==> src/hdl/bbpid_pkg.sv <==
`timescale 1ns / 1ps
// ============================================================================
// bbpid_pkg - shared types and constants of the booster position controller
// Field widths, fixed-point coefficients, register map, datapath commands.
// ============================================================================
package bbpid_pkg;

    // Field and register widths
    localparam int ADC_W      = 12;
    localparam int POS_W      = 16;
    localparam int DEV_W      = 22;
    localparam int INT_W      = 32;
    localparam int GAIN_W     = 16;
    localparam int LIM_W      = 15;
    localparam int DRV_W      = 16;
    localparam int CFG_IDX_W  = 3;
    localparam int CFG_DATA_W = 32;

    // Shared multiplier: signed operand A times unsigned 16-bit coefficient
    localparam int MUL_A_W = INT_W + 1;
    localparam int MUL_B_W = GAIN_W + 1;
    localparam int PROD_W  = MUL_A_W + MUL_B_W;
    localparam int SUM_W   = PROD_W + 2;

    // Curve and leak coefficients (Q0.16 slopes, Q8.8 offsets)
    localparam logic [15:0] K_077  = 16'd50463;
    localparam logic [15:0] K_292  = 16'd748;
    localparam logic [15:0] K_059  = 16'd38666;
    localparam logic [15:0] K_482  = 16'd1234;
    localparam logic [15:0] K_160  = 16'd410;
    localparam logic [15:0] K_LIFT = 16'd512;
    localparam logic [15:0] K_200  = 16'd512;
    localparam logic [15:0] K_095  = 16'd62259;
    localparam logic [15:0] K_0994 = 16'd65143;

    // Register map
    typedef enum logic [CFG_IDX_W-1:0] {
        CFG_OFFSET   = 3'd0,
        CFG_SCALE    = 3'd1,
        CFG_BREAK_LO = 3'd2,
        CFG_BREAK_HI = 3'd3,
        CFG_GAIN_P   = 3'd4,
        CFG_GAIN_I   = 3'd5,
        CFG_GAIN_D   = 3'd6,
        CFG_LIMIT    = 3'd7
    } t_cfg_idx;

    typedef struct packed {
        logic [ADC_W-1:0]  offset;
        logic [15:0]       scale;
        logic [POS_W-1:0]  b1;
        logic [POS_W-1:0]  b2;
        logic [POS_W-1:0]  b3;
        logic [POS_W-1:0]  b4;
        logic [GAIN_W-1:0] gain_p;
        logic [GAIN_W-1:0] gain_i;
        logic [GAIN_W-1:0] gain_d;
        logic [LIM_W-1:0]  limit;
    } t_cfg;

    // Multiplier operand selection
    typedef enum logic [2:0] {
        MUL_POS = 3'd0,
        MUL_CRV = 3'd1,
        MUL_INT = 3'd2,
        MUL_P   = 3'd3,
        MUL_I   = 3'd4,
        MUL_D   = 3'd5
    } t_mul_sel;

    // Controller to datapath command word
    typedef struct packed {
        logic     cap_span;
        logic     mul_en;
        t_mul_sel mul_sel;
        logic     ld_pos;
        logic     ld_sp;
        logic     int_upd;
        logic     sum_ld;
        logic     sum_add;
        logic     ld_out;
    } t_cmd;

endpackage

==> src/hdl/bbpid_in_if.sv <==
`timescale 1ns / 1ps
// ============================================================================
// bbpid_in_if - sample channel
// Valid/ready channel carrying one cylinder ADC sample per word.
// ============================================================================
interface bbpid_in_if;
    import bbpid_pkg::*;

    logic             valid;
    logic             ready;
    logic [ADC_W-1:0] cylinder_adc;

    modport source (output valid, output cylinder_adc, input ready);
    modport sink   (input valid, input cylinder_adc, output ready);
endinterface

==> src/hdl/bbpid_out_if.sv <==
`timescale 1ns / 1ps
// ============================================================================
// bbpid_out_if - result channel
// Valid/ready channel carrying drive increment, position and setpoint.
// ============================================================================
interface bbpid_out_if;
    import bbpid_pkg::*;

    logic                    valid;
    logic                    ready;
    logic signed [DRV_W-1:0] drive_increment;
    logic [POS_W-1:0]        position;
    logic [POS_W-1:0]        setpoint;
    logic                    limited;

    modport source (output valid, output drive_increment, output position,
                    output setpoint, output limited, input ready);
    modport sink   (input valid, input drive_increment, input position,
                    input setpoint, input limited, output ready);
endinterface

==> src/hdl/bbpid_cfg.sv <==
`timescale 1ns / 1ps
// ============================================================================
// bbpid_cfg - configuration register file
// Write-only registers loaded through a plain indexed write port.
// ============================================================================
module bbpid_cfg (
    input  logic                               i_clk,
    input  logic                               i_rst_n,
    input  logic                               i_cfg_we,
    input  logic [bbpid_pkg::CFG_IDX_W-1:0]    i_cfg_idx,
    input  logic [bbpid_pkg::CFG_DATA_W-1:0]   i_cfg_data,
    output bbpid_pkg::t_cfg                    o_cfg
);
    import bbpid_pkg::*;

    t_cfg r_cfg;
    t_cfg n_cfg;

    // Decode the write
    always_comb begin
        n_cfg = r_cfg;
        if (i_cfg_we) begin
            case (t_cfg_idx'(i_cfg_idx))
                CFG_OFFSET:   n_cfg.offset = i_cfg_data[ADC_W-1:0];
                CFG_SCALE:    n_cfg.scale  = i_cfg_data[15:0];
                CFG_BREAK_LO: begin
                    n_cfg.b1 = i_cfg_data[15:0];
                    n_cfg.b2 = i_cfg_data[31:16];
                end
                CFG_BREAK_HI: begin
                    n_cfg.b3 = i_cfg_data[15:0];
                    n_cfg.b4 = i_cfg_data[31:16];
                end
                CFG_GAIN_P:   n_cfg.gain_p = i_cfg_data[GAIN_W-1:0];
                CFG_GAIN_I:   n_cfg.gain_i = i_cfg_data[GAIN_W-1:0];
                CFG_GAIN_D:   n_cfg.gain_d = i_cfg_data[GAIN_W-1:0];
                CFG_LIMIT:    n_cfg.limit  = i_cfg_data[LIM_W-1:0];
                default:      n_cfg = r_cfg;
            endcase
        end
    end

    always_ff @(posedge i_clk) begin
        if (!i_rst_n) begin
            r_cfg <= '0;
        end else begin
            r_cfg <= n_cfg;
        end
    end

    assign o_cfg = r_cfg;

endmodule

==> src/hdl/bbpid_ctrl.sv <==
`timescale 1ns / 1ps
// ============================================================================
// bbpid_ctrl - step sequencer
// One-hot state machine that walks the datapath through one sample and owns
// the channel handshakes.
// ============================================================================
module bbpid_ctrl (
    input  logic            i_clk,
    input  logic            i_rst_n,
    input  logic            i_in_valid,
    input  logic            i_out_ready,
    output logic            o_in_ready,
    output logic            o_out_valid,
    output bbpid_pkg::t_cmd o_cmd
);
    import bbpid_pkg::*;

    typedef enum logic [11:0] {
        ST_IDLE = 12'b0000_0000_0001,
        ST_MPOS = 12'b0000_0000_0010,
        ST_POS  = 12'b0000_0000_0100,
        ST_MCRV = 12'b0000_0000_1000,
        ST_SP   = 12'b0000_0001_0000,
        ST_MINT = 12'b0000_0010_0000,
        ST_INT  = 12'b0000_0100_0000,
        ST_MP   = 12'b0000_1000_0000,
        ST_MI   = 12'b0001_0000_0000,
        ST_MD   = 12'b0010_0000_0000,
        ST_SUM  = 12'b0100_0000_0000,
        ST_OUT  = 12'b1000_0000_0000
    } t_state;

    t_state r_state;
    t_state n_state;
    logic   r_out_vld;
    logic   n_out_vld;
    logic   w_go;
    t_cmd   w_cmd;

    // Result slot is free when empty or being taken this cycle
    assign w_go = !r_out_vld || i_out_ready;

    // Advance through the steps and issue commands
    always_comb begin
        n_state       = r_state;
        w_cmd         = '0;
        w_cmd.mul_sel = MUL_POS;
        case (r_state)
            ST_IDLE: begin
                if (i_in_valid) begin
                    w_cmd.cap_span = 1'b1;
                    n_state        = ST_MPOS;
                end
            end
            ST_MPOS: begin
                w_cmd.mul_en  = 1'b1;
                w_cmd.mul_sel = MUL_POS;
                n_state       = ST_POS;
            end
            ST_POS: begin
                w_cmd.ld_pos = 1'b1;
                n_state      = ST_MCRV;
            end
            ST_MCRV: begin
                w_cmd.mul_en  = 1'b1;
                w_cmd.mul_sel = MUL_CRV;
                n_state       = ST_SP;
            end
            ST_SP: begin
                w_cmd.ld_sp = 1'b1;
                n_state     = ST_MINT;
            end
            ST_MINT: begin
                w_cmd.mul_en  = 1'b1;
                w_cmd.mul_sel = MUL_INT;
                n_state       = ST_INT;
            end
            ST_INT: begin
                w_cmd.int_upd = 1'b1;
                n_state       = ST_MP;
            end
            ST_MP: begin
                w_cmd.mul_en  = 1'b1;
                w_cmd.mul_sel = MUL_P;
                n_state       = ST_MI;
            end
            ST_MI: begin
                w_cmd.mul_en  = 1'b1;
                w_cmd.mul_sel = MUL_I;
                w_cmd.sum_ld  = 1'b1;
                n_state       = ST_MD;
            end
            ST_MD: begin
                w_cmd.mul_en  = 1'b1;
                w_cmd.mul_sel = MUL_D;
                w_cmd.sum_add = 1'b1;
                n_state       = ST_SUM;
            end
            ST_SUM: begin
                w_cmd.sum_add = 1'b1;
                n_state       = ST_OUT;
            end
            ST_OUT: begin
                if (w_go) begin
                    w_cmd.ld_out = 1'b1;
                    n_state      = ST_IDLE;
                end
            end
            default: begin
                n_state = ST_IDLE;
            end
        endcase
    end

    // Hold the result word until it is taken
    always_comb begin
        n_out_vld = r_out_vld;
        if (w_cmd.ld_out) begin
            n_out_vld = 1'b1;
        end else if (i_out_ready) begin
            n_out_vld = 1'b0;
        end
    end

    always_ff @(posedge i_clk) begin
        if (!i_rst_n) begin
            r_state   <= ST_IDLE;
            r_out_vld <= 1'b0;
        end else begin
            r_state   <= n_state;
            r_out_vld <= n_out_vld;
        end
    end

    assign o_in_ready  = (r_state == ST_IDLE);
    assign o_out_valid = r_out_vld;
    assign o_cmd       = w_cmd;

endmodule

==> src/hdl/bbpid_dp.sv <==
`timescale 1ns / 1ps
// ============================================================================
// bbpid_dp - controller datapath
// Position scaling, setpoint curve, leaky integral and PID sum around one
// shared 33x17 multiplier with a registered product.
// ============================================================================
module bbpid_dp (
    input  logic                                 i_clk,
    input  logic                                 i_rst_n,
    input  bbpid_pkg::t_cmd                      i_cmd,
    input  bbpid_pkg::t_cfg                      i_cfg,
    input  logic [bbpid_pkg::ADC_W-1:0]          i_adc,
    output logic signed [bbpid_pkg::DRV_W-1:0]   o_drive_increment,
    output logic [bbpid_pkg::POS_W-1:0]          o_position,
    output logic [bbpid_pkg::POS_W-1:0]          o_setpoint,
    output logic                                 o_limited
);
    import bbpid_pkg::*;

    typedef enum logic [2:0] {
        SEG_ZERO  = 3'd0,
        SEG_LIFT  = 3'd1,
        SEG_STEEP = 3'd2,
        SEG_FLAT  = 3'd3,
        SEG_TAIL  = 3'd4
    } t_seg;

    logic [ADC_W-1:0]         r_span;
    logic signed [PROD_W-1:0] r_prod;
    logic [POS_W-1:0]         r_pos;
    t_seg                     r_seg;
    logic [POS_W-1:0]         r_sp;
    logic signed [DEV_W-1:0]  r_dev;
    logic signed [DEV_W-1:0]  r_prev;
    logic signed [INT_W-1:0]  r_int;
    logic signed [SUM_W-1:0]  r_sum;
    logic signed [DRV_W-1:0]  r_out_drv;
    logic [POS_W-1:0]         r_out_pos;
    logic [POS_W-1:0]         r_out_sp;
    logic                     r_out_lim;

    t_seg                     w_seg;
    logic signed [MUL_A_W-1:0] w_a;
    logic signed [MUL_B_W-1:0] w_b;
    logic signed [PROD_W-1:0] w_mul;
    logic signed [DEV_W:0]    w_dd;
    logic [POS_W-1:0]         w_pos;
    logic [POS_W:0]           w_sp_wide;
    logic [POS_W-1:0]         w_sp;
    logic signed [POS_W:0]    w_diff;
    logic signed [DEV_W-1:0]  w_dev;
    logic                     w_int_en;
    logic signed [INT_W+2:0]  w_acc;
    logic signed [INT_W-1:0]  w_acc_sat;
    logic signed [SUM_W-1:0]  w_prod_ext;
    logic signed [SUM_W-1:0]  w_round;
    logic signed [SUM_W-17:0] w_q;
    logic signed [DRV_W-1:0]  w_sat;
    logic signed [DRV_W-1:0]  w_lim;
    logic signed [DRV_W-1:0]  w_drv;
    logic                     w_limited;

    // Curve segment of the current position, first passing test wins
    always_comb begin
        if (r_pos < i_cfg.b1) begin
            w_seg = SEG_ZERO;
        end else if (r_pos < i_cfg.b2) begin
            w_seg = SEG_LIFT;
        end else if (r_pos < i_cfg.b3) begin
            w_seg = SEG_STEEP;
        end else if (r_pos < i_cfg.b4) begin
            w_seg = SEG_FLAT;
        end else begin
            w_seg = SEG_TAIL;
        end
    end

    // Select multiplier operands
    assign w_dd = {r_dev[DEV_W-1], r_dev} - {r_prev[DEV_W-1], r_prev};

    always_comb begin
        case (i_cmd.mul_sel)
            MUL_POS: begin
                w_a = MUL_A_W'(r_span);
                w_b = {1'b0, i_cfg.scale};
            end
            MUL_CRV: begin
                w_a = MUL_A_W'(r_pos);
                w_b = {1'b0, (w_seg == SEG_FLAT) ? K_059 : K_077};
            end
            MUL_INT: begin
                w_a = MUL_A_W'(r_int);
                w_b = {1'b0, (r_sp == '0) ? K_095 : K_0994};
            end
            MUL_P: begin
                w_a = MUL_A_W'(r_dev);
                w_b = {1'b0, i_cfg.gain_p};
            end
            MUL_I: begin
                w_a = MUL_A_W'(r_int);
                w_b = {1'b0, i_cfg.gain_i};
            end
            MUL_D: begin
                w_a = MUL_A_W'(w_dd);
                w_b = {1'b0, i_cfg.gain_d};
            end
            default: begin
                w_a = '0;
                w_b = '0;
            end
        endcase
    end

    assign w_mul = w_a * w_b;

    // Saturate the scaled travel to Q8.8
    assign w_pos = (|r_prod[27:24]) ? {POS_W{1'b1}} : r_prod[23:8];

    // Evaluate the setpoint curve
    always_comb begin
        case (r_seg)
            SEG_ZERO:  w_sp_wide = '0;
            SEG_LIFT:  w_sp_wide = {1'b0, r_pos} + {1'b0, K_LIFT};
            SEG_STEEP: w_sp_wide = {1'b0, r_prod[31:16]} + {1'b0, K_292};
            SEG_FLAT:  w_sp_wide = {1'b0, r_prod[31:16]} + {1'b0, K_482};
            SEG_TAIL:  w_sp_wide = (r_pos >= K_160) ? {1'b0, r_pos - K_160} : '0;
            default:   w_sp_wide = '0;
        endcase
    end

    assign w_sp   = w_sp_wide[POS_W] ? {POS_W{1'b1}} : w_sp_wide[POS_W-1:0];
    assign w_diff = $signed({1'b0, w_sp}) - $signed({1'b0, r_pos});
    assign w_dev  = (DEV_W'(w_diff) <<< 3) + (DEV_W'(w_diff) <<< 1);

    // Leaky integral: floor of the scaled product plus deviation, saturated
    assign w_int_en = (r_sp == '0)
                   || (r_dev >= $signed(DEV_W'(K_200)))
                   || (r_dev <= -$signed(DEV_W'(K_200)));
    assign w_acc = (INT_W+3)'($signed(r_prod[PROD_W-1:16])) + (INT_W+3)'(r_dev);

    always_comb begin
        if (w_acc[INT_W+2:INT_W-1] == '0 || w_acc[INT_W+2:INT_W-1] == '1) begin
            w_acc_sat = w_acc[INT_W-1:0];
        end else if (w_acc[INT_W+2]) begin
            w_acc_sat = {1'b1, {(INT_W-1){1'b0}}};
        end else begin
            w_acc_sat = {1'b0, {(INT_W-1){1'b1}}};
        end
    end

    // Truncate the Q16.16 sum toward zero, saturate, clamp to the limit
    assign w_prod_ext = SUM_W'(r_prod);
    assign w_round    = r_sum + {{(SUM_W-16){1'b0}}, {16{r_sum[SUM_W-1]}}};
    assign w_q        = w_round[SUM_W-1:16];
    assign w_lim      = $signed({1'b0, i_cfg.limit});

    always_comb begin
        if (w_q[SUM_W-17:DRV_W-1] == '0 || w_q[SUM_W-17:DRV_W-1] == '1) begin
            w_sat = w_q[DRV_W-1:0];
        end else if (w_q[SUM_W-17]) begin
            w_sat = {1'b1, {(DRV_W-1){1'b0}}};
        end else begin
            w_sat = {1'b0, {(DRV_W-1){1'b1}}};
        end
    end

    always_comb begin
        w_drv     = w_sat;
        w_limited = 1'b0;
        if (w_sat > w_lim) begin
            w_drv     = w_lim;
            w_limited = 1'b1;
        end else if (w_sat < -w_lim) begin
            w_drv     = -w_lim;
            w_limited = 1'b1;
        end
    end

    // Working registers
    always_ff @(posedge i_clk) begin
        if (i_cmd.cap_span) begin
            r_span <= (i_adc > i_cfg.offset) ? (i_adc - i_cfg.offset) : '0;
        end
        if (i_cmd.mul_en) begin
            r_prod <= w_mul;
        end
        if (i_cmd.mul_en && i_cmd.mul_sel == MUL_CRV) begin
            r_seg <= w_seg;
        end
        if (i_cmd.ld_pos) begin
            r_pos <= w_pos;
        end
        if (i_cmd.ld_sp) begin
            r_sp  <= w_sp;
            r_dev <= w_dev;
        end
        if (i_cmd.sum_ld) begin
            r_sum <= w_prod_ext;
        end else if (i_cmd.sum_add) begin
            r_sum <= r_sum + w_prod_ext;
        end
        if (i_cmd.ld_out) begin
            r_out_drv <= w_drv;
            r_out_pos <= r_pos;
            r_out_sp  <= r_sp;
            r_out_lim <= w_limited;
        end
    end

    // Controller state carried from sample to sample
    always_ff @(posedge i_clk) begin
        if (!i_rst_n) begin
            r_int  <= '0;
            r_prev <= '0;
        end else begin
            if (i_cmd.int_upd && w_int_en) begin
                r_int <= w_acc_sat;
            end
            if (i_cmd.ld_out) begin
                r_prev <= r_dev;
            end
        end
    end

    assign o_drive_increment = r_out_drv;
    assign o_position        = r_out_pos;
    assign o_setpoint        = r_out_sp;
    assign o_limited         = r_out_lim;

endmodule

==> src/hdl/brake_booster_position_pid.sv <==
`timescale 1ns / 1ps
// ============================================================================
// brake_booster_position_pid - brake booster cylinder position controller
// Scales a cylinder travel sample, looks up the setpoint curve and runs a
// positional PID with a leaky, saturating integral.
// ============================================================================
//  channel   dir  handshake           word
//  i_in      in   valid/ready         cylinder_adc
//  o_out     out  valid/ready         drive_increment, position, setpoint,
//                                     limited
//  i_cfg_*   in   write enable only   register index, write data
//
//  A sample reaches the output register after six passes through the one
//  shared 33x17 multiplier; the next word is taken only in the idle step.
//  One sample is in work at a time; the next is accepted once the result is
//  registered, while that result may still wait to be taken.
//  A stalled output holds the finished step until the slot is free.
//  Reset clears the registers, the integral and the previous deviation.
// ============================================================================
module brake_booster_position_pid (
    input  logic                                i_clk,
    input  logic                                i_rst_n,
    bbpid_in_if.sink                            i_in,
    bbpid_out_if.source                         o_out,
    input  logic                                i_cfg_we,
    input  logic [bbpid_pkg::CFG_IDX_W-1:0]     i_cfg_idx,
    input  logic [bbpid_pkg::CFG_DATA_W-1:0]    i_cfg_data
);
    import bbpid_pkg::*;

    t_cfg w_cfg;
    t_cmd w_cmd;

    bbpid_cfg u_cfg (
        .i_clk      (i_clk),
        .i_rst_n    (i_rst_n),
        .i_cfg_we   (i_cfg_we),
        .i_cfg_idx  (i_cfg_idx),
        .i_cfg_data (i_cfg_data),
        .o_cfg      (w_cfg)
    );

    bbpid_ctrl u_ctrl (
        .i_clk       (i_clk),
        .i_rst_n     (i_rst_n),
        .i_in_valid  (i_in.valid),
        .i_out_ready (o_out.ready),
        .o_in_ready  (i_in.ready),
        .o_out_valid (o_out.valid),
        .o_cmd       (w_cmd)
    );

    bbpid_dp u_dp (
        .i_clk             (i_clk),
        .i_rst_n           (i_rst_n),
        .i_cmd             (w_cmd),
        .i_cfg             (w_cfg),
        .i_adc             (i_in.cylinder_adc),
        .o_drive_increment (o_out.drive_increment),
        .o_position        (o_out.position),
        .o_setpoint        (o_out.setpoint),
        .o_limited         (o_out.limited)
    );

endmodule

==> src/flat_wrapper.sv <==
// flat-port wrapper written by rule: the top's interface ports become plain ports
module brake_booster_position_pid_flat import bbpid_pkg::*;
  (i_clk, i_rst_n, i_cfg_we, i_cfg_idx, i_cfg_data, i_in_valid, i_in_cylinder_adc, i_in_ready, o_out_valid, o_out_drive_increment, o_out_position, o_out_setpoint, o_out_limited, o_out_ready);
  bbpid_in_if i_in_i ();
  bbpid_out_if o_out_i ();
  input  logic i_clk;
  input  logic i_rst_n;
  input  logic i_cfg_we;
  input  logic [bbpid_pkg::CFG_IDX_W-1:0] i_cfg_idx;
  input  logic [bbpid_pkg::CFG_DATA_W-1:0] i_cfg_data;
  input wire logic [$bits(i_in_i.valid)-1:0] i_in_valid;
  input wire logic [$bits(i_in_i.cylinder_adc)-1:0] i_in_cylinder_adc;
  output wire logic [$bits(i_in_i.ready)-1:0] i_in_ready;
  output wire logic [$bits(o_out_i.valid)-1:0] o_out_valid;
  output wire logic [$bits(o_out_i.drive_increment)-1:0] o_out_drive_increment;
  output wire logic [$bits(o_out_i.position)-1:0] o_out_position;
  output wire logic [$bits(o_out_i.setpoint)-1:0] o_out_setpoint;
  output wire logic [$bits(o_out_i.limited)-1:0] o_out_limited;
  input wire logic [$bits(o_out_i.ready)-1:0] o_out_ready;
  assign i_in_i.valid = i_in_valid;
  assign i_in_i.cylinder_adc = i_in_cylinder_adc;
  assign i_in_ready = i_in_i.ready;
  assign o_out_valid = o_out_i.valid;
  assign o_out_drive_increment = o_out_i.drive_increment;
  assign o_out_position = o_out_i.position;
  assign o_out_setpoint = o_out_i.setpoint;
  assign o_out_limited = o_out_i.limited;
  assign o_out_i.ready = o_out_ready;
  brake_booster_position_pid u_core (.i_clk(i_clk), .i_rst_n(i_rst_n), .i_in(i_in_i), .o_out(o_out_i), .i_cfg_we(i_cfg_we), .i_cfg_idx(i_cfg_idx), .i_cfg_data(i_cfg_data));
endmodule
==> config.mk <==
export PLATFORM = sky130hd
export DESIGN_NAME = brake_booster_position_pid_flat
export DESIGN_NICKNAME = d
export VERILOG_FILES = /design/src/hdl/bbpid_pkg.sv /design/src/hdl/bbpid_in_if.sv /design/src/hdl/bbpid_out_if.sv /design/src/hdl/bbpid_cfg.sv /design/src/hdl/bbpid_ctrl.sv /design/src/hdl/bbpid_dp.sv /design/src/hdl/brake_booster_position_pid.sv /design/src/flat_wrapper.sv
export SDC_FILE = /design/constraint.sdc
export NUM_CORES = 2
export LEC_CHECK = 0
export ABC_CLOCK_PERIOD_IN_PS = 14000
export BUFFER_PORTS_ARGS = -buffer_cell sky130_fd_sc_hd__buf_2
export CAP_MARGIN = 30
export CORE_MARGIN = 4
export CORE_UTILIZATION = 41
export DETAILED_ROUTE_END_ITERATION = 10
export MAX_ROUTING_LAYER = met4
export SKIP_CTS_REPAIR_TIMING = 1
export SLEW_MARGIN = 20
export SYNTH_ARGS = -nofsm -noshare
export SYNTH_HDL_FRONTEND = slang
export SYNTH_SLANG_ARGS = --single-unit
export TNS_END_PERCENT = 30
==> constraint.sdc <==
create_clock -name i_clk -period 14 [get_ports i_clk]
set_input_delay 2.8 -clock i_clk [delete_from_list [all_inputs] [get_ports i_clk]]
set_output_delay 2.8 -clock i_clk [all_outputs]
set_load 0.01 [all_outputs]
# Word level (Yosys, flattened, before mapping)
# Index checks and enable logic that the tools add are counted.
dict set report totals {
  reg_bits 440
  out_inout_bits 51
}
dict set report classes {
  addsub 12
  mul 1
  order_cmp 10
  eq_ne 33
  muxes 35
  reduce_logical 27
}
# op n
set ops {}
lappend ops {{33-bit one-hot mux with 5 select lines} 1}
lappend ops {{12-bit one-hot mux with 12 select lines} 1}
lappend ops {{52-bit 2-to-1 mux} 2}
lappend ops {{16-bit one-hot mux with 6 select lines} 1}
lappend ops {{16-bit < comparator} 5}
lappend ops {{16-bit 2-to-1 mux} 5}
lappend ops {{17-bit one-hot mux with 4 select lines} 1}
lappend ops {{32-bit 2-to-1 mux} 2}
lappend ops {{52-bit by 16-bit adder with 52-bit output} 1}
lappend ops {{52-bit by 50-bit adder with 52-bit output} 1}
lappend ops {{33-bit by 17-bit multiplier with 50-bit output} 1}
lappend ops {{12-bit 2-to-1 mux} 3}
lappend ops {{34-bit by 21-bit adder with 35-bit output} 1}
lappend ops {{16-bit by 10-bit adder with 17-bit output, second input constant} 2}
lappend ops {{15-bit 2-to-1 mux} 2}
lappend ops {{4-bit one-hot mux with 6 select lines} 1}
lappend ops {{21-bit by 21-bit subtractor with 22-bit output} 1}
lappend ops {{20-bit by 18-bit adder with 21-bit output} 1}
lappend ops {{21-bit equality test, second input constant} 1}
lappend ops {{3-bit by 2-bit equality test with 1-bit output, second input constant} 7}
lappend ops {{3-bit equality test, second input constant} 7}
lappend ops {{21-bit by 11-bit greater-or-equal comparator with 1-bit output, second input constant} 1}
lappend ops {{21-bit by 10-bit less-or-equal comparator with 1-bit output, second input constant} 1}
lappend ops {{21-bit zero test} 1}
lappend ops {{other kinds (35)} 68}

# Depth between registers and ports, before layout
dict set report logic_depth {
  depth_word 9
  depth_mapped 40
  ltp_nobuf 38
}

# By module
# A second synthesis with hierarchy kept.
dict set report hier_totals {
  cells_unflattened 5316
  area_unflattened_um2 47166.5
}
# module n_inst cells_each area_per_inst_um2 seq_area_each_um2
set by_module_without_submodules {}
lappend by_module_without_submodules {bbpid_dp 1 4668 40691.5 7587.3}
lappend by_module_without_submodules {bbpid_cfg 1 547 5629.1 3103.0}
lappend by_module_without_submodules {bbpid_ctrl 1 101 845.8 260.2}

# Least setup slack after synthesis
# Ideal clock, no wire load.
dict set report synth_timing {
  path_type {register to register}
  startpoint {register u_core.u_dp.r_dev[1]}
  endpoint {register u_core.u_dp.r_prod[43] (data pin)}
  setup_time_ns 0.261
  arrival_ns 9.108
  t_required_ns 13.739
  slack_ns 4.631
  path_stages_with_launch 40
  n_path_buf 1
  period_less_slack_ns 9.369
  path_cell_list {edfxtp_1 -> inv_1 -> ha_1 -> inv_1 -> fa_1 -> a21o_1 -> a21oi_2 -> o21bai_1 -> a2111o_1 -> a2111oi_2 -> o31ai_1 -> a21oi_1 -> xnor2_1 -> nand2_1 -> nand2_1 -> clkbuf_1 -> nand2_1 -> fa_1 -> [4 not listed] -> inv_1 -> fa_1 -> fa_1 -> inv_1 -> fa_1 -> inv_1 -> ha_1 -> a211oi_1 -> o21ai_0 -> a221o_1 -> a21oi_1 -> o21ai_1 -> a311o_1 -> a21oi_2 -> o221ai_1 -> a21oi_1 -> nor3_1 -> a311o_1}
}
dict set report synth_between {
  elab_chain_cells 3
}
# element line
set synth_rtl {}
lappend synth_rtl {{from (decl)} bbpid_dp.sv:33} ;# logic signed [DEV_W-1:0] r_dev;
lappend synth_rtl {{from (signal assigned)} bbpid_dp.sv:195} ;# r_dev <= w_dev;
lappend synth_rtl {{21-bit by 21-bit subtractor with 22-bit output} bbpid_dp.sv:79} ;# assign w_dd = {r_dev[DEV_W-1], r_dev} - {r_prev[DEV_W-1], r_prev};
lappend synth_rtl {{33-bit one-hot mux with 5 select lines *} bbpid_dp.sv:82} ;# case (i_cmd.mul_sel)
lappend synth_rtl {{33-bit by 17-bit multiplier with 50-bit output *} bbpid_dp.sv:114} ;# assign w_mul = w_a * w_b;
lappend synth_rtl {{named net u_core.u_dp.w_mul[43]} bbpid_dp.sv:45} ;# logic signed [PROD_W-1:0] w_mul;
lappend synth_rtl {{to (signal assigned)} bbpid_dp.sv:185} ;# r_prod <= w_mul;
lappend synth_rtl {{to (decl)} bbpid_dp.sv:29} ;# logic signed [PROD_W-1:0] r_prod;
# Mark *: on every way through the listed nets, which the timed path passes. The rest lies on a longest branch.
# A chain may end at the register's enable or synchronous reset.

# Worst setup path in the final report
dict set report layout_timing {
  startpoint {register u_core.u_dp.r_pos[9]}
  endpoint {register u_core.u_dp.r_prod[48] (data pin)}
}
dict set report layout_between {
  elab_chain_cells 9
}
# element line
set layout_rtl {}
lappend layout_rtl {{from (decl)} bbpid_dp.sv:30} ;# logic [POS_W-1:0] r_pos;
lappend layout_rtl {{from (signal assigned)} bbpid_dp.sv:191} ;# r_pos <= w_pos;
lappend layout_rtl {{16-bit < comparator} bbpid_dp.sv:71} ;# end else if (r_pos < i_cfg.b4) begin
lappend layout_rtl {{3-bit 2-to-1 mux} bbpid_dp.sv:71}
lappend layout_rtl {{3-bit 2-to-1 mux} bbpid_dp.sv:69} ;# end else if (r_pos < i_cfg.b3) begin
lappend layout_rtl {{3-bit 2-to-1 mux} bbpid_dp.sv:67} ;# end else if (r_pos < i_cfg.b2) begin
lappend layout_rtl {{3-bit 2-to-1 mux} bbpid_dp.sv:65} ;# if (r_pos < i_cfg.b1) begin
lappend layout_rtl {{3-bit by 2-bit equality test with 1-bit output} bbpid_dp.sv:89} ;# w_b = {1'b0, (w_seg == SEG_FLAT) ? K_059 : K_077};
lappend layout_rtl {{15-bit 2-to-1 mux} bbpid_dp.sv:89}
lappend layout_rtl {{16-bit one-hot mux with 6 select lines} bbpid_dp.sv:82}
lappend layout_rtl {{33-bit by 17-bit multiplier with 50-bit output *} bbpid_dp.sv:114}
lappend layout_rtl {{named net u_core.u_dp.w_mul[48]} bbpid_dp.sv:45}
# Marks and branches as above.

==> flow_metrics.py <==
metrics = {
    "outcome": {
        "status": "finished, final reports clean",
    },
    "routing": {
        "vias_per_cell": 5.53,
        "drt-initial-drc-count": 2753,
        "wl_per_cell_um": 20.2,
        "drc": 0,
        "vias": 38800,
        "dr.pass1.iters": 7,
        "drt-total-wl_um": 142000,
        "ant_nets": 0,
    },
    "worst_setup_path": {
        "cp-end-kind": "register",
        "worstPathMaxFanout": 28,
        "cp-start-kind": "register",
        "worstReg2RegEnd": "u_core.u_dp.r_prod[48]$_DFFE_PN_",
        "cp_common_cell": "fa_1",
        "crit_type": "reg2reg",
        "regToRegSetupSlack_ns": 3.13,
        "cpMaxStageDelayCell": "edfxtp_1",
        "critPathArrivalTime_ns": 11.22,
        "cp_data_required_time_ns": 14.35,
        "reg2reg_from": "u_core.u_dp.r_pos[9]$_SDFFCE_PP1P_",
        "rr_worst_depth": 34,
        "cpPeakStageDelay_ns": 0.86,
    },
    "power": {
        "p_leak_nw": 22.1,
        "swShare": 0.268,
        "cellPowerDensity_mw_per_mm2": 63.1,
        "pwr-share-comb": 0.119,
        "vdd.ir_drop.worst_mv": 0.0791,
        "p_clk_frac": 0.446,
        "p_int_mw": 2.33,
        "p_sw_uw": 855,
        "p_seq_frac": 0.435,
        "total_power_mw": 3.19,
    },
    "placement": {
        "place_hpwl_um": 109000,
        "port_buffers": 102,
        "routabilityCongestion": 0.923,
    },
    "cts": {
        "clk_latency_ns": 0.63,
        "cts_buffers": 49,
        "tritoncts": "built",
        "clockRootBuffer": "clkbuf_16",
        "cts.sinks": 438,
        "path_clk_slew_ns": 0.06,
        "h-tree-depth": 2,
        "cts_buffer_depth": 3,
    },
    "final_layout": {
        "layout_commonest_cell": "nand2_1",
        "area_growth_syn_to_layout_pct": 8.34,
        "fillCellCount": 11100,
        "drive_above_1_share": 0.0598,
        "fin_nets": 6410,
        "final_cell_mix": "nand2_1, inv_1, fa_1",
    },
    "global_routing": {
        "grt-ovfl-total": 0,
        "first_global_vias": 38800,
        "grt_max_degree": 77,
        "grt_pass1_wl_um": 224000,
        "antenna_found_initial": 1,
        "grt.total_usage": 0.242,
    },
    "yosys": {
        "yosys_register_bits": 438,
        "synth_cell_types": 95,
        "ys_async_sr_fraction": 0,
        "syn_area_mm2": 0.0466,
        "synth_nets": 6404,
        "syn_area_per_cell_um2": 8.51,
        "netlist_instances": 5475,
        "yosys_warnings": 0,
        "ys_seq_area_frac": 0.235,
        "ys.flop_type": "dfxtp_1",
        "synth-edff-count": 218,
    },
    "sta": {
        "drv_slew": 0,
        "slew_headroom": 0.334,
        "rsz0062_at_grt": "no",
        "max_slew.worst_pin.slew_ns": 0.999,
        "hold_violations": 0,
        "fin_skew_ns": 0.0400,
        "fin_crit_sh": 0.776,
        "fin_crit_ns": 10.87,
        "setup-tns-final_ns": 0,
        "fmax_mhz": 92.0,
        "setup_viol": 0,
    },
    "job": {
        "max-cap-violations": 0,
    },
    "floorplan": {
        "initial_core_util": 0.414,
        "die_h_um": 345,
        "die_w_um": 345,
        "dieArea_mm2": 0.119,
        "rows": 123,
        "coreArea_mm2": 0.113,
        "ios": 103,
    },
    "hold_path": {
        "worstHoldStart": "u_core.u_cfg.o_cfg[81]$_SDFFE_PN0P_",
        "hold_depth": 2,
        "min_path_type": "reg2reg",
        "hold_end": "u_core.u_cfg.o_cfg[81]$_SDFFE_PN0P_",
    },
}
-- per-stage QoR --
step,area [um2],util,hold WS (ns),std cells,setup WS [ns]
2_1_floorplan,46600,-,0.427,5475,4.63
4_1_cts,50500,0.448,0.454,7017,3.07
3_3_place_gp,48700,0.432,0.440,6922,3.01
5_1_grt,50500,0.448,0.468,7022,2.32
3_5_place_dp,48700,0.432,0.444,6926,3.13
6_report,50500,0.448,0.452,7022,3.13
-- layout make-up --
type,instances,area (um2),area share
clock inverter,29,370,0.00733
sequential,438,11000,0.217
timing repair buffer,173,1070,0.0212
clock buffer,62,1390,0.0275
tap,1500,1880,0.0372
inverter,807,3030,0.0600
antenna,1,2.50,0.0000495
multi-input combinational,4012,31800,0.630
-- state kept, by name, summed over array words and instances, names as in the netlist --
| name | count |
|---|---|
| u_core.u_dp.r_pos | 16 |
| u_core.u_dp.o_position | 16 |
| u_core.u_dp.o_limited | 1 |
| u_core.u_dp.r_sum | 52 |
| u_core.u_dp.r_prev | 20 |
| u_core.u_dp.r_sp | 16 |
| u_core.u_dp.r_span | 12 |
| u_core.u_dp.r_prod | 50 |
| u_core.u_cfg.o_cfg | 155 |
| u_core.u_dp.r_seg | 3 |
| u_core.u_ctrl.o_out_valid | 1 |
| u_core.u_dp.r_int | 32 |
| u_core.u_dp.o_drive_increment | 16 |
| u_core.u_dp.o_setpoint | 16 |
| u_core.u_ctrl.r_state | 12 |
| u_core.u_dp.r_dev | 20 |
-- Yosys cell counts, types with 16 or more instances --
cell type / number / share of area
inv_1: 805 / 0.065
clkbuf_1: 168 / 0.014
a21oi_1: 460 / 0.049
xor2_1: 69 / 0.013
a31oi_1: 34 / 0.0046
and3_1: 19 / 0.0025
o31ai_1: 16 / 0.0026
nand2_1: 961 / 0.077
edfxtp_1: 218 / 0.14
nor2_1: 354 / 0.029
a21o_1: 112 / 0.018
nor2b_1: 54 / 0.0072
ha_1: 378 / 0.10
nand4_1: 42 / 0.0056
o21ai_0: 174 / 0.019
fa_1: 499 / 0.21
nand2b_1: 47 / 0.0063
xnor2_1: 147 / 0.028
and2_1: 41 / 0.0055
a211oi_1: 38 / 0.0061
o21a_1: 32 / 0.0052
buf_2: 27 / 0.0029
nor3_1: 62 / 0.0067
nor4_1: 23 / 0.0031
o21bai_1: 23 / 0.0037
a221o_1: 17 / 0.0037
nand3_1: 93 / 0.010
a221oi_1: 18 / 0.0034
dfxtp_1: 220 / 0.094
o211ai_1: 38 / 0.0061
-- kinds of logic (layout without fill, tap and decap cells) --
| family | count (synthesis) | count (layout) | synth area share |
|---|---|---|---|
| muxes | 9 | 9 | 0.00199 |
| buffers and inverters | 1025 | 1071 | 0.0844 |
| DFF | 438 | 438 | 0.235 |
| and+or+nand+nor | 1771 | 1771 | 0.166 |
| adders and majority gates | 877 | 877 | 0.316 |
| other | 0 | 1 | 0 |
| AOI/OAI and AO/OA | 1139 | 1139 | 0.157 |
| xor gates and xnor gates | 216 | 216 | 0.0406 |
-- layer usage --
layer / global-route usage / up-vias / routed length [um]
li1: - / 18200 / -
met1: 0.333 / 19200 / 64600
met2: 0.385 / 1269 / 64800
met3: 0.0222 / 216 / 8450
met4: 0.0651 / 0 / 4300
met5: - / - / 0
-- worst max path at each step --
stage / startpoint / to / slack, ns / cells past startpoint
floorplan: u_core.u_dp.r_dev[1]$_DFFE_PP_ / u_core.u_dp.r_prod[43]$_DFFE_PN_ / 4.63 / 39
CTS: u_core.u_ctrl.r_state[0]$_SDFFE_PN1P_ / u_core.u_dp.r_prod[48]$_DFFE_PN_ / 3.07 / 32
finish: u_core.u_dp.r_pos[9]$_SDFFCE_PP1P_ / u_core.u_dp.r_prod[48]$_DFFE_PN_ / 3.13 / 34
global route: u_core.u_ctrl.r_state[0]$_SDFFE_PN1P_ / u_core.u_dp.r_prod[46]$_DFFE_PN_ / 2.32 / 32
global placement: u_core.u_dp.r_pos[9]$_SDFFCE_PP1P_ / u_core.u_dp.r_prod[46]$_DFFE_PN_ / 3.01 / 33
detailed placement: u_core.u_ctrl.r_state[0]$_SDFFE_PN1P_ / u_core.u_dp.r_prod[48]$_DFFE_PN_ / 3.13 / 32
-- power by group through the flow --
stage	combinational (mW)	clock, mW	sequential (mW)
after detailed placement	0.372	0	1.41
after CTS	0.375	1.44	1.38
after floorplan	0.256	0	1.40
after global routing	0.420	1.50	1.38
after global placement	0.367	0	1.41
final	0.380	1.42	1.38
-- worst max-delay path: cells and delay by family, from the launching register on --
family / cells / cell delay [ns]
buf+inv: 5 / 0.71
xor+xnor: 1 / 0.13
compound gates: 16 / 4.34
simple gates: 4 / 0.81
flops: 1 / 0.86
fa+ha+maj: 8 / 3.73
Power figures use the tool's default switching activity.
